$ cat src/hdl/fpw_pkg.sv
// Shared types, constants and helper functions for the framebuffer pixel writer.
// No dependencies.
package fpw_pkg;

    typedef enum logic [1:0] {
        MODE_PLOT       = 2'd0,
        MODE_FILL_START = 2'd1,
        MODE_FILL_TICK  = 2'd2
    } t_mode;

    localparam logic [2:0] CFG_FRAME_BASE     = 3'd0;
    localparam logic [2:0] CFG_BITS_PER_PIXEL = 3'd1;
    localparam logic [2:0] CFG_SCREEN_WIDTH   = 3'd2;
    localparam logic [2:0] CFG_SCREEN_HEIGHT  = 3'd3;
    localparam logic [2:0] CFG_LINE_PITCH     = 3'd4;

    localparam logic [31:0] RST_FRAME_BASE     = 32'd0;
    localparam logic [5:0]  RST_BITS_PER_PIXEL = 6'd32;
    localparam logic [12:0] RST_SCREEN_WIDTH   = 13'd640;
    localparam logic [12:0] RST_SCREEN_HEIGHT  = 13'd480;
    localparam logic [14:0] RST_LINE_PITCH     = 15'd2560;

    localparam logic [5:0] DEPTH_32 = 6'd32;
    localparam logic [5:0] DEPTH_24 = 6'd24;
    localparam logic [5:0] DEPTH_16 = 6'd16;

    localparam logic [2:0] BYTES_NONE = 3'd0;
    localparam logic [2:0] BYTES_2    = 3'd2;
    localparam logic [2:0] BYTES_3    = 3'd3;
    localparam logic [2:0] BYTES_4    = 3'd4;

    typedef struct packed {
        logic [31:0] frame_base;
        logic [5:0]  bits_per_pixel;
        logic [12:0] screen_width;
        logic [12:0] screen_height;
        logic [14:0] line_pitch;
    } t_cfg;

    function automatic logic [15:0] pack565(input logic [7:0] r, input logic [7:0] g,
                                            input logic [7:0] b);
        return {r[7:3], g[7:2], b[7:3]};
    endfunction

    function automatic logic [2:0] depth_bytes(input logic [5:0] bpp);
        logic [2:0] n;
        unique case (bpp)
            DEPTH_32: n = BYTES_4;
            DEPTH_24: n = BYTES_3;
            DEPTH_16: n = BYTES_2;
            default:  n = BYTES_NONE;
        endcase
        return n;
    endfunction

endpackage

$ cat src/hdl/fpw_pixel_calc.sv
// Pixel address and color packing for one write.
// Depends on fpw_pkg.
module fpw_pixel_calc #(
    parameter int ADDRESS_BITS = 32,
    parameter int POS_W        = 15
) (
    input  fpw_pkg::t_cfg     i_cfg,
    input  logic [POS_W-1:0]  i_col,
    input  logic [POS_W-1:0]  i_line,
    input  logic [31:0]       i_color,
    output logic [31:0]       o_address,
    output logic [31:0]       o_data,
    output logic [2:0]        o_byte_count
);

    localparam int OW   = (ADDRESS_BITS < 32) ? ADDRESS_BITS : 32;
    localparam int PW   = POS_W + 15;
    localparam int CBW  = POS_W + 2;
    localparam int SW   = ((POS_W + 17) > 32) ? (POS_W + 17) : 32;

    logic [2:0]     bpb;
    logic [PW-1:0]  line_offset;
    logic [CBW-1:0] col_offset;
    logic [SW-1:0]  sum;

    always_comb begin
        bpb         = fpw_pkg::depth_bytes(i_cfg.bits_per_pixel);
        line_offset = PW'(i_line) * PW'(i_cfg.line_pitch);
        unique case (bpb)
            fpw_pkg::BYTES_4: col_offset = {i_col, 2'b00};
            fpw_pkg::BYTES_3: col_offset = CBW'({i_col, 1'b0}) + CBW'(i_col);
            default:          col_offset = CBW'({i_col, 1'b0});
        endcase
        sum       = SW'(i_cfg.frame_base) + SW'(line_offset) + SW'(col_offset);
        o_address = 32'(sum[OW-1:0]);
        unique case (bpb)
            fpw_pkg::BYTES_4: o_data = i_color;
            fpw_pkg::BYTES_3: o_data = {8'h00, i_color[23:0]};
            default: o_data = {16'h0000,
                               fpw_pkg::pack565(i_color[23:16], i_color[15:8], i_color[7:0])};
        endcase
        o_byte_count = bpb;
    end

endmodule

$ cat src/hdl/framebuffer_pixel_writer.sv
// Framebuffer pixel writer top level: config registers, fill sequencer, pipeline.
// Depends on fpw_pkg and fpw_pixel_calc.
//
// Takes one item per clock unless o_in_stall is high and presents its write, if
// any, from the result register: items land in an input register, logic forms
// the address and packed pixel, and a result register drives the write port.
// The input register also absorbs one item while a result is stalled, so a
// stall on the write side reaches the input only when both stages are full.
// The longest path is the line * pitch product followed by the address add.
// Fill start items and fill ticks at unsupported depths produce no write.
module framebuffer_pixel_writer #(
    parameter int MAX_DIMENSION = 4096,
    parameter int ADDRESS_BITS  = 32
) (
    input  logic        i_clk,
    input  logic        i_rst_n,
    input  logic        i_in_valid,
    output logic        o_in_stall,
    input  logic [1:0]  i_mode,
    input  logic signed [15:0] i_pos_x,
    input  logic signed [15:0] i_pos_y,
    input  logic [7:0]  i_red,
    input  logic [7:0]  i_green,
    input  logic [7:0]  i_blue,
    input  logic [31:0] i_fill_color,
    output logic        o_out_valid,
    input  logic        i_out_stall,
    output logic [31:0] o_write_address,
    output logic [31:0] o_write_data,
    output logic [2:0]  o_byte_count,
    output logic        o_fill_done,
    input  logic        i_cfg_valid,
    output logic        o_cfg_ready,
    input  logic [2:0]  i_cfg_index,
    input  logic [31:0] i_cfg_data
);

    localparam int CNT_W = (MAX_DIMENSION > 1) ? $clog2(MAX_DIMENSION) : 1;
    localparam int DIM_W = ($clog2(MAX_DIMENSION + 1) > 13) ? $clog2(MAX_DIMENSION + 1) : 13;
    localparam int POS_W = (CNT_W > 15) ? CNT_W : 15;
    localparam int CW    = ((DIM_W > POS_W) ? DIM_W : POS_W) + 1;

    fpw_pkg::t_cfg r_cfg;

    logic               r_in_valid;
    fpw_pkg::t_mode     r_in_mode;
    logic [15:0]        r_in_x;
    logic [15:0]        r_in_y;
    logic [7:0]         r_in_red;
    logic [7:0]         r_in_green;
    logic [7:0]         r_in_blue;
    logic [31:0]        r_in_fill_color;

    logic               r_fill_active;
    logic [CNT_W-1:0]   r_fill_col;
    logic [CNT_W-1:0]   r_fill_line;
    logic [31:0]        r_held_color;
    logic               n_fill_active;
    logic [CNT_W-1:0]   n_fill_col;
    logic [CNT_W-1:0]   n_fill_line;
    logic [31:0]        n_held_color;

    logic               r_out_valid;
    logic [31:0]        r_out_address;
    logic [31:0]        r_out_data;
    logic [2:0]         r_out_byte_count;
    logic               r_out_fill_done;
    logic               n_out_valid;
    logic               n_out_fill_done;

    logic               advance;
    logic [DIM_W-1:0]   w_clamp;
    logic [DIM_W-1:0]   h_clamp;
    logic               depth_ok;
    logic               plot_ok;
    logic               fill_in_range;
    logic               col_last;
    logic               fill_last;
    logic [POS_W-1:0]   calc_col;
    logic [POS_W-1:0]   calc_line;
    logic [31:0]        calc_color;
    logic [31:0]        calc_address;
    logic [31:0]        calc_data;
    logic [2:0]         calc_byte_count;

    assign o_cfg_ready = 1'b1;
    assign advance     = !r_out_valid || !i_out_stall;
    assign o_in_stall  = r_in_valid && !advance;

    always_ff @(posedge i_clk) begin
        if (!i_rst_n) begin
            r_cfg.frame_base     <= fpw_pkg::RST_FRAME_BASE;
            r_cfg.bits_per_pixel <= fpw_pkg::RST_BITS_PER_PIXEL;
            r_cfg.screen_width   <= fpw_pkg::RST_SCREEN_WIDTH;
            r_cfg.screen_height  <= fpw_pkg::RST_SCREEN_HEIGHT;
            r_cfg.line_pitch     <= fpw_pkg::RST_LINE_PITCH;
        end else if (i_cfg_valid) begin
            unique case (i_cfg_index)
                fpw_pkg::CFG_FRAME_BASE:     r_cfg.frame_base     <= i_cfg_data;
                fpw_pkg::CFG_BITS_PER_PIXEL: r_cfg.bits_per_pixel <= i_cfg_data[5:0];
                fpw_pkg::CFG_SCREEN_WIDTH:   r_cfg.screen_width   <= i_cfg_data[12:0];
                fpw_pkg::CFG_SCREEN_HEIGHT:  r_cfg.screen_height  <= i_cfg_data[12:0];
                fpw_pkg::CFG_LINE_PITCH:     r_cfg.line_pitch     <= i_cfg_data[14:0];
                default: ;
            endcase
        end
    end

    // input register
    always_ff @(posedge i_clk) begin
        if (!i_rst_n) begin
            r_in_valid <= 1'b0;
        end else if (!o_in_stall) begin
            r_in_valid <= i_in_valid;
        end
        if (!o_in_stall && i_in_valid) begin
            r_in_mode       <= fpw_pkg::t_mode'(i_mode);
            r_in_x          <= i_pos_x;
            r_in_y          <= i_pos_y;
            r_in_red        <= i_red;
            r_in_green      <= i_green;
            r_in_blue       <= i_blue;
            r_in_fill_color <= i_fill_color;
        end
    end

    always_comb begin
        w_clamp = (DIM_W'(r_cfg.screen_width) > DIM_W'(MAX_DIMENSION))
                ? DIM_W'(MAX_DIMENSION) : DIM_W'(r_cfg.screen_width);
        h_clamp = (DIM_W'(r_cfg.screen_height) > DIM_W'(MAX_DIMENSION))
                ? DIM_W'(MAX_DIMENSION) : DIM_W'(r_cfg.screen_height);
        depth_ok = fpw_pkg::depth_bytes(r_cfg.bits_per_pixel) != fpw_pkg::BYTES_NONE;
        plot_ok  = !r_in_x[15] && !r_in_y[15]
                && (CW'(r_in_x[14:0]) < CW'(w_clamp))
                && (CW'(r_in_y[14:0]) < CW'(h_clamp));
        fill_in_range = (CW'(r_fill_col) < CW'(w_clamp)) && (CW'(r_fill_line) < CW'(h_clamp));
        col_last  = (CW'(r_fill_col) + CW'(1)) >= CW'(w_clamp);
        fill_last = col_last && ((CW'(r_fill_line) + CW'(1)) >= CW'(h_clamp));
    end

    always_comb begin
        if (r_in_mode == fpw_pkg::MODE_PLOT) begin
            calc_col   = POS_W'(r_in_x[14:0]);
            calc_line  = POS_W'(r_in_y[14:0]);
            calc_color = {8'h00, r_in_red, r_in_green, r_in_blue};
        end else begin
            calc_col   = POS_W'(r_fill_col);
            calc_line  = POS_W'(r_fill_line);
            calc_color = r_held_color;
        end
    end

    fpw_pixel_calc #(
        .ADDRESS_BITS (ADDRESS_BITS),
        .POS_W        (POS_W)
    ) u_calc (
        .i_cfg        (r_cfg),
        .i_col        (calc_col),
        .i_line       (calc_line),
        .i_color      (calc_color),
        .o_address    (calc_address),
        .o_data       (calc_data),
        .o_byte_count (calc_byte_count)
    );

    always_comb begin
        n_fill_active   = r_fill_active;
        n_fill_col      = r_fill_col;
        n_fill_line     = r_fill_line;
        n_held_color    = r_held_color;
        n_out_valid     = 1'b0;
        n_out_fill_done = 1'b0;
        unique case (r_in_mode)
            fpw_pkg::MODE_PLOT: begin
                n_out_valid = plot_ok && depth_ok;
            end
            fpw_pkg::MODE_FILL_START: begin
                if (r_cfg.frame_base != 32'd0 && w_clamp != '0 && h_clamp != '0) begin
                    n_fill_active = 1'b1;
                    n_fill_col    = '0;
                    n_fill_line   = '0;
                    n_held_color  = r_in_fill_color;
                end
            end
            fpw_pkg::MODE_FILL_TICK: begin
                if (r_fill_active) begin
                    if (!fill_in_range || fill_last) begin
                        n_fill_active = 1'b0;
                        n_fill_col    = '0;
                        n_fill_line   = '0;
                    end else if (col_last) begin
                        n_fill_col  = '0;
                        n_fill_line = r_fill_line + CNT_W'(1);
                    end else begin
                        n_fill_col = r_fill_col + CNT_W'(1);
                    end
                    n_out_valid     = fill_in_range && depth_ok;
                    n_out_fill_done = fill_last;
                end
            end
            default: ;
        endcase
    end

    always_ff @(posedge i_clk) begin
        if (!i_rst_n) begin
            r_fill_active <= 1'b0;
            r_fill_col    <= '0;
            r_fill_line   <= '0;
            r_held_color  <= '0;
            r_out_valid   <= 1'b0;
        end else if (advance) begin
            r_out_valid <= r_in_valid && n_out_valid;
            if (r_in_valid) begin
                r_fill_active <= n_fill_active;
                r_fill_col    <= n_fill_col;
                r_fill_line   <= n_fill_line;
                r_held_color  <= n_held_color;
            end
        end
        if (advance && r_in_valid && n_out_valid) begin
            r_out_address    <= calc_address;
            r_out_data       <= calc_data;
            r_out_byte_count <= calc_byte_count;
            r_out_fill_done  <= n_out_fill_done;
        end
    end

    assign o_out_valid     = r_out_valid;
    assign o_write_address = r_out_address;
    assign o_write_data    = r_out_data;
    assign o_byte_count    = r_out_byte_count;
    assign o_fill_done     = r_out_fill_done;

endmodule
$ cat config.mk
export PLATFORM = sky130hd
export DESIGN_NAME = framebuffer_pixel_writer
export DESIGN_NICKNAME = d
export VERILOG_FILES = /design/src/hdl/fpw_pkg.sv /design/src/hdl/fpw_pixel_calc.sv /design/src/hdl/framebuffer_pixel_writer.sv
export SDC_FILE = /design/constraint.sdc
export NUM_CORES = 1
export LEC_CHECK = 0
export ABC_AREA = 1
export ABC_CLOCK_PERIOD_IN_PS = 8370
export BUFFER_PORTS_ARGS = -buffer_cell sky130_fd_sc_hd__buf_2
export CORE_MARGIN = 1
export CORE_UTILIZATION = 45
export DETAILED_ROUTE_END_ITERATION = 16
export PLACE_DENSITY_LB_ADDON = 0.05
export SYNTH_ARGS = -nofsm -noshare
export SYNTH_HDL_FRONTEND = slang
export SYNTH_SLANG_ARGS = --single-unit
$ cat constraint.sdc
create_clock -name i_clk -period 8.37 [get_ports i_clk]
set_input_delay 0.837 -clock i_clk [delete_from_list [all_inputs] [get_ports i_clk]]
set_output_delay 0.837 -clock i_clk [all_outputs]
set_load 0.005 [all_outputs]
After elaboration in Yosys (flattened, before gate mapping)
Index checks and enable logic that the tools add are counted.

storage, ports and cells
  logic and storage cells = 115
  bits in registers = 296
  output and inout port bits = 71
  input port bits = 130

operators by class
  reduce and logical (&&, ||, !) cells = 40
  add/sub/neg operators = 7
  magnitude comparators = 8
  multiply operators = 1
  equality and inequality tests = 14
  mux-type cells = 23

operator list
  operator                                        count
  two-way mux 12 bit                              7
  one-hot mux 32 bit (2 select lines)             1
  one-hot mux 12 bit (2 select lines)             2
  one-hot mux 17 bit (2 select lines)             1
  adder 32 x 17 -> 32 bit                         1
  adder 32 x 30 -> 32 bit                         1
  two-way mux 32 bit                              1
  nonzero test 32 bit                             1
  < comparator 15 x 13 -> 1 bit                   2
  multiplier 15 x 15 -> 30 bit                    1
  two-way mux 15 bit                              2
  adder 12 x 1 -> 13 bit (second input constant)  2
  greater-or-equal comparator 13 bit              2
  > comparator 13 bit (second input constant)     2
  < comparator 12 x 13 -> 1 bit                   2
  two-way mux 13 bit                              2
  nonzero test 13 bit                             2
  adder 12 x 1 -> 12 bit (second input constant)  2
  adder 16 x 15 -> 17 bit                         1
  logical AND 1 bit                               14
  == test 6 x 5 -> 1 bit (second input constant)  2
  AND reduction 2 bit                             6
  == test 3 x 2 -> 1 bit (second input constant)  3
  one-hot mux 3 bit (3 select lines)              1
  18 further kinds                                32

Depth between registers and ports, before layout
  depth in word-level cells = 9
  mapped depth = 38
  gate-level depth less buffers = 38

By module
A second synthesis with hierarchy kept.

unflattened totals
  cell total of the unflattened synthesis = 3,114
  area total of the unflattened synthesis = 24,299.6 um^2

modules (own cells, without submodules)
  module                    sequential area each (um^2)  area an instance (um^2)  cells an instance  instances
  framebuffer_pixel_writer  7,507.2                      12,896.1                 1,377              1
  fpw_pixel_calc            0.0                          11,403.4                 1,737              1

Worst setup path before layout
Ideal clock, no wire load.

  kind = flip-flop to flip-flop
  start point = reg r_in_mode[1]
  end point = reg r_out_address[26], in the netlist o_write_address[26], data pin
  cell stages (with the launch flop) = 29
  data required time = 8.118 ns
  period minus slack after synthesis = 6.501 ns
  data arrival time = 6.249 ns
  path slack = 1.869 ns
  library setup time = 0.252 ns
  buffers on the path = 3
  cell sequence = edfxtp_1 -> nor2_4 -> buf_4 -> buf_2 -> o21ai_0 -> inv_1 -> clkbuf_1 -> nand2_1 -> fa_1 -> inv_1 -> fa_1 -> inv_1 -> fa_1 -> inv_1 -> fa_1 -> fa_1 -> inv_1 -> fa_1 -> inv_1 -> ha_1 -> nand2_1 -> nor2_1 -> inv_1 -> o21bai_1 -> a21oi_1 -> o21bai_1 -> nand2_1 -> nand3_1 -> nand2_1

on the way
  word-level cells in the longest chain between the ends = 5
  elaborated cells on any way between the ends = 8
  classes of those cells = 3 x add/sub; 1 x mul; 3 x mux; 1 x reduce/logical

RTL lines
  what                                                                                   RTL line                                    text
  from (decl)                                                                            framebuffer_pixel_writer.sv:46              fpw_pkg::t_mode r_in_mode;
  from (signal assigned)                                                                 framebuffer_pixel_writer.sv:117             r_in_mode <= fpw_pkg::t_mode'(i_mode);
  zero test 2 bit (*)                                                                    framebuffer_pixel_writer.sv:142             if (r_in_mode == fpw_pkg::MODE_PLOT) begin
  two-way mux 15 bit                                                                     framebuffer_pixel_writer.sv:142
  multiplier 15 x 15 -> 30 bit / adder 16 x 15 -> 17 bit (equally long branches)         fpw_pixel_calc.sv:28, fpw_pixel_calc.sv:31
  adder 32 x 30 -> 32 bit / one-hot mux 17 bit (2 select lines) (equally long branches)  fpw_pixel_calc.sv:34, fpw_pixel_calc.sv:29
  adder 32 x 17 -> 32 bit (*)                                                            fpw_pixel_calc.sv:34                        sum = SW'(i_cfg.frame_base) + SW'(line_offset) + SW'(col_offset);
  via calc_address[26]                                                                   framebuffer_pixel_writer.sv:82              logic [31:0] calc_address;
  to (signal assigned)                                                                   framebuffer_pixel_writer.sv:222             r_out_address <= calc_address;
  to (decl)                                                                              framebuffer_pixel_writer.sv:64              logic [31:0] r_out_address;

The timed path passes the listed nets; every way through them passes the cells marked *.
A chain may end at the register's enable or synchronous reset.

Worst setup path in the final report
  start point = reg r_in_mode[1]
  end point = reg r_out_address[27], in the netlist o_write_address[27], data pin

Same word-level chain as after synthesis.

==> results.cfg <==
[setup_path]
rrSetupSlack_ns = 0.85
critPathRequiredTime_ns = 8.67
setup.worst_path.start_class = flip-flop
rr_worst_depth = 26
cp-end-kind = flip-flop
critPathArrivalTime_ns = 7.82
crit_type = flip-flop to flip-flop
r2r-end = o_write_address[27]
reg2reg_from = r_in_mode[1]
worstPathMaxFanout = 33

[power]
power.leakage_uw = 0.0125
power_frac_seq = 0.366
switching_share = 0.341
p_comb_frac = 0.271
p_sw_uw = 1560
pwr-share-clk = 0.363
p_int_uw = 3020
powerDensity_nw_per_um2 = 175
peakVddDrop_mv = 0.164

[sta]
drv_slew = 0
worst_pin_slew_ns = 1.16
clock.fmax_ghz = 0.133
rsz0062_at_grt = false
setup_viol = 0
fin_hold_ws_ns = 0.441
fin_crit_ns = 7.52
hold_viol_final = 0
fin_skew_ns = 0.0168
relSlewSlack = 0.223
finalSetupTns_ns = 0
period_share = 0.898

[grt]
grt_max_degree = 79
grtUsageTotal = 0.271
antenna_found_initial = 4
grt_pass1_wl_um = 109000
grt_remaining_overflow = 0
grt_pass1_vias = 19100

[place]
dp_hpwl_um = 55200
gp_congestion = 0.929
io_buffers = 199

[synthesis]
yosys-top-cells-count = inv_1 (508), nand2_1 (414), nor2_1 (329), fa_1 (213), ha_1 (191)
synth-seq-cells = 296
synth_ff_type = edfxtp_1
synth.area.top_cells = edfxtp_1 (20%), fa_1 (18%), dfxtp_1 (12%)
syn_area_sq_um = 23200
yosysMostFrequentCell = inv_1
synth_fp_nets = 3236
ys_seq_area_frac = 0.324
yosys_warnings = 0
ys_types = 53
syn-instance-count = 2702
async_flop_share = 0
synth_edf_count = 158
synth_top_area_frac = 0.205
avgSynthCellArea_sq_um = 8.58
synth_top_cell_by_area = edfxtp_1

[die]
io_pins = 201
rows = 82
dieWidth_um = 229
die_h_um = 229
die-area_sq_um = 52400
coreArea_sq_um = 50500
start_util = 0.459

[layout]
final_nets = 3415
num-fill-cells = 4860
final_util = 0.517
drive_gt1_frac = 0.118
area_growth_syn_to_layout_pct = 12.6

[clock_tree]
clock-sinks = 296
cts_buffers = 37
cts_setup_buffers = 0
cts_resized = 0
htree_levels = 2
clk-insertion-delay-late_ns = 0.57
clk_path_buf_depth = 3
clock-root-buffer = clkbuf_16
hold_buffers = 0
cts.clk_slew.worst_paths_ns = 0.06
cts_tree = yes

[routing]
detail_route.iter0.violations = 1274
wl_per_cell_um = 19.4
drc = 0
routed_wl_um = 69600
ant_nets = 0
vias = 18600
dr.pass1.iters = 6
vias_per_cell = 5.20

[worst_hold_path]
hold_depth = 1
hp-class = input port to flip-flop
hp-start = i_pos_x[11]
hold_path_end = r_in_x[11]

[outcome]
status = finished clean

[run]
cap_violations = 0
## registers in the layout (all words and copies together) (netlist names)
register,count
r_held_color,32
o_fill_done,1
o_write_address,32
r_fill_active,1
r_fill_col,12
r_in_y,16
o_byte_count,3
r_in_fill_color,32
r_cfg,79
o_write_data,32
r_in_green,8
r_in_red,8
o_out_valid,1
r_in_blue,8
r_in_mode,2
r_fill_line,12
r_in_valid,1
r_in_x,16
## cell families (layout without fill, tap and decap cells)
kind of cell / after synthesis / in the layout / synth area share
buffers and inverters: 603 / 811 / 0.0996
xor gates and xnor gates: 46 / 46 / 0.0177
and+or+nand+nor: 915 / 915 / 0.163
DFF: 296 / 296 / 0.324
other: 1 / 2 / 0.000162
adders and majority gates: 404 / 404 / 0.287
AOI/OAI and AO/OA: 410 / 410 / 0.0974
muxes: 27 / 27 / 0.0117
## area by class of cell
type	count	area [sq um]	area share
Multi-Input combinational cell	1803	13400	0.512
Sequential cell	296	7510	0.287
Inverter	523	1970	0.0753
Timing Repair Buffer	220	1160	0.0443
Clock buffer	40	937	0.0359
Tap cell	672	841	0.0322
Clock inverter	28	335	0.0128
Antenna cell	1	2.50	0.0000958
## per-stage QoR
step	std cells	cell area (sq um)	worst slack (ns)	power (uW)
final	3583	26100	0.851	4580
after global routing	3583	26100	0.464	4850
after CTS	3582	26100	0.773	4630
after detailed placement	3514	24800	0.780	2950
after global placement	3514	24800	0.918	2940
after floorplan	2702	23200	1.87	2560
## power groups by stage
stage	clock network (uW)	logic (uW)	registers, uW
6_report	1660	1240	1680
5_1_grt	1750	1420	1680
4_1_cts	1700	1250	1680
3_5_place_dp	0	1240	1710
3_3_place_gp	0	1230	1710
2_1_floorplan	0	882	1680
## worst max path at each step
stage,from,end,slack (ns),cells after the start
floorplan,r_in_mode[1],o_write_address[26],1.87,28
global placement,r_in_mode[1],o_write_address[23],0.92,25
detailed placement,r_in_mode[1],o_write_address[27],0.78,26
CTS,r_in_mode[1],o_write_address[23],0.77,25
global route,r_in_mode[1],o_write_address[23],0.46,25
finish,r_in_mode[1],o_write_address[27],0.85,26
## per-layer routing
layer / GRT usage / up-vias / part of all wire
met5: 0 / - / 0.00037
met1: 0.367 / 9063 / 0.45
li1: - / 8970 / -
met3: 0.0386 / 107 / 0.052
met2: 0.448 / 502 / 0.47
met4: 0.0806 / 4 / 0.028
## layout by cell type, fill, tap and decap left out, types with 4 or more instances in the layout
cell type / synthesis / final
a21o_1: 6 / 6
nand2_2: 8 / 8
o21ai_2: 15 / 15
o221ai_1: 9 / 9
inv_1: 508 / 506
clkinv_1: 5 / 10
bufinv_16: 0 / 4
nand3b_1: 6 / 6
o21ai_0: 174 / 174
ha_1: 191 / 191
nor2_1: 329 / 328
inv_2: 10 / 10
buf_2: 17 / 198
clkinv_2: 0 / 7
nand4_1: 26 / 26
xnor2_1: 8 / 8
fa_1: 213 / 213
inv_6: 0 / 5
a21oi_1: 160 / 160
nor4_1: 13 / 13
o211ai_1: 10 / 10
xor2_1: 37 / 37
o21ai_1: 11 / 11
nor3_1: 22 / 22
dfxtp_1: 138 / 138
buf_4: 2 / 22
edfxtp_1: 158 / 158
or2_2: 18 / 18
nand3_1: 71 / 71
clkbuf_16: 0 / 37
mux2i_1: 27 / 27
nand2_1: 414 / 414
## critical path, cell delays in order (launching register included)
cell,delay [ns]
edfxtp_1,0.49
nor2_4,0.05
inv_2,0.46
or2_2,0.22
o21ai_0,0.24
inv_1,0.59
nand2_1,0.17
fa_1,0.56
inv_1,0.05
fa_1,0.46
fa_1,0.53
inv_1,0.06
fa_1,0.53
inv_1,0.06
fa_1,0.53
inv_1,0.05
fa_1,0.52
inv_1,0.04
ha_1,0.35
a21o_1,0.22
a21oi_1,0.27
o21ai_0,0.18
nand2_1,0.11
o2111ai_1,0.18
nand2_1,0.10
nand2_1,0.06
xor2_1,0.15
(Power assumes the default switching activity.)
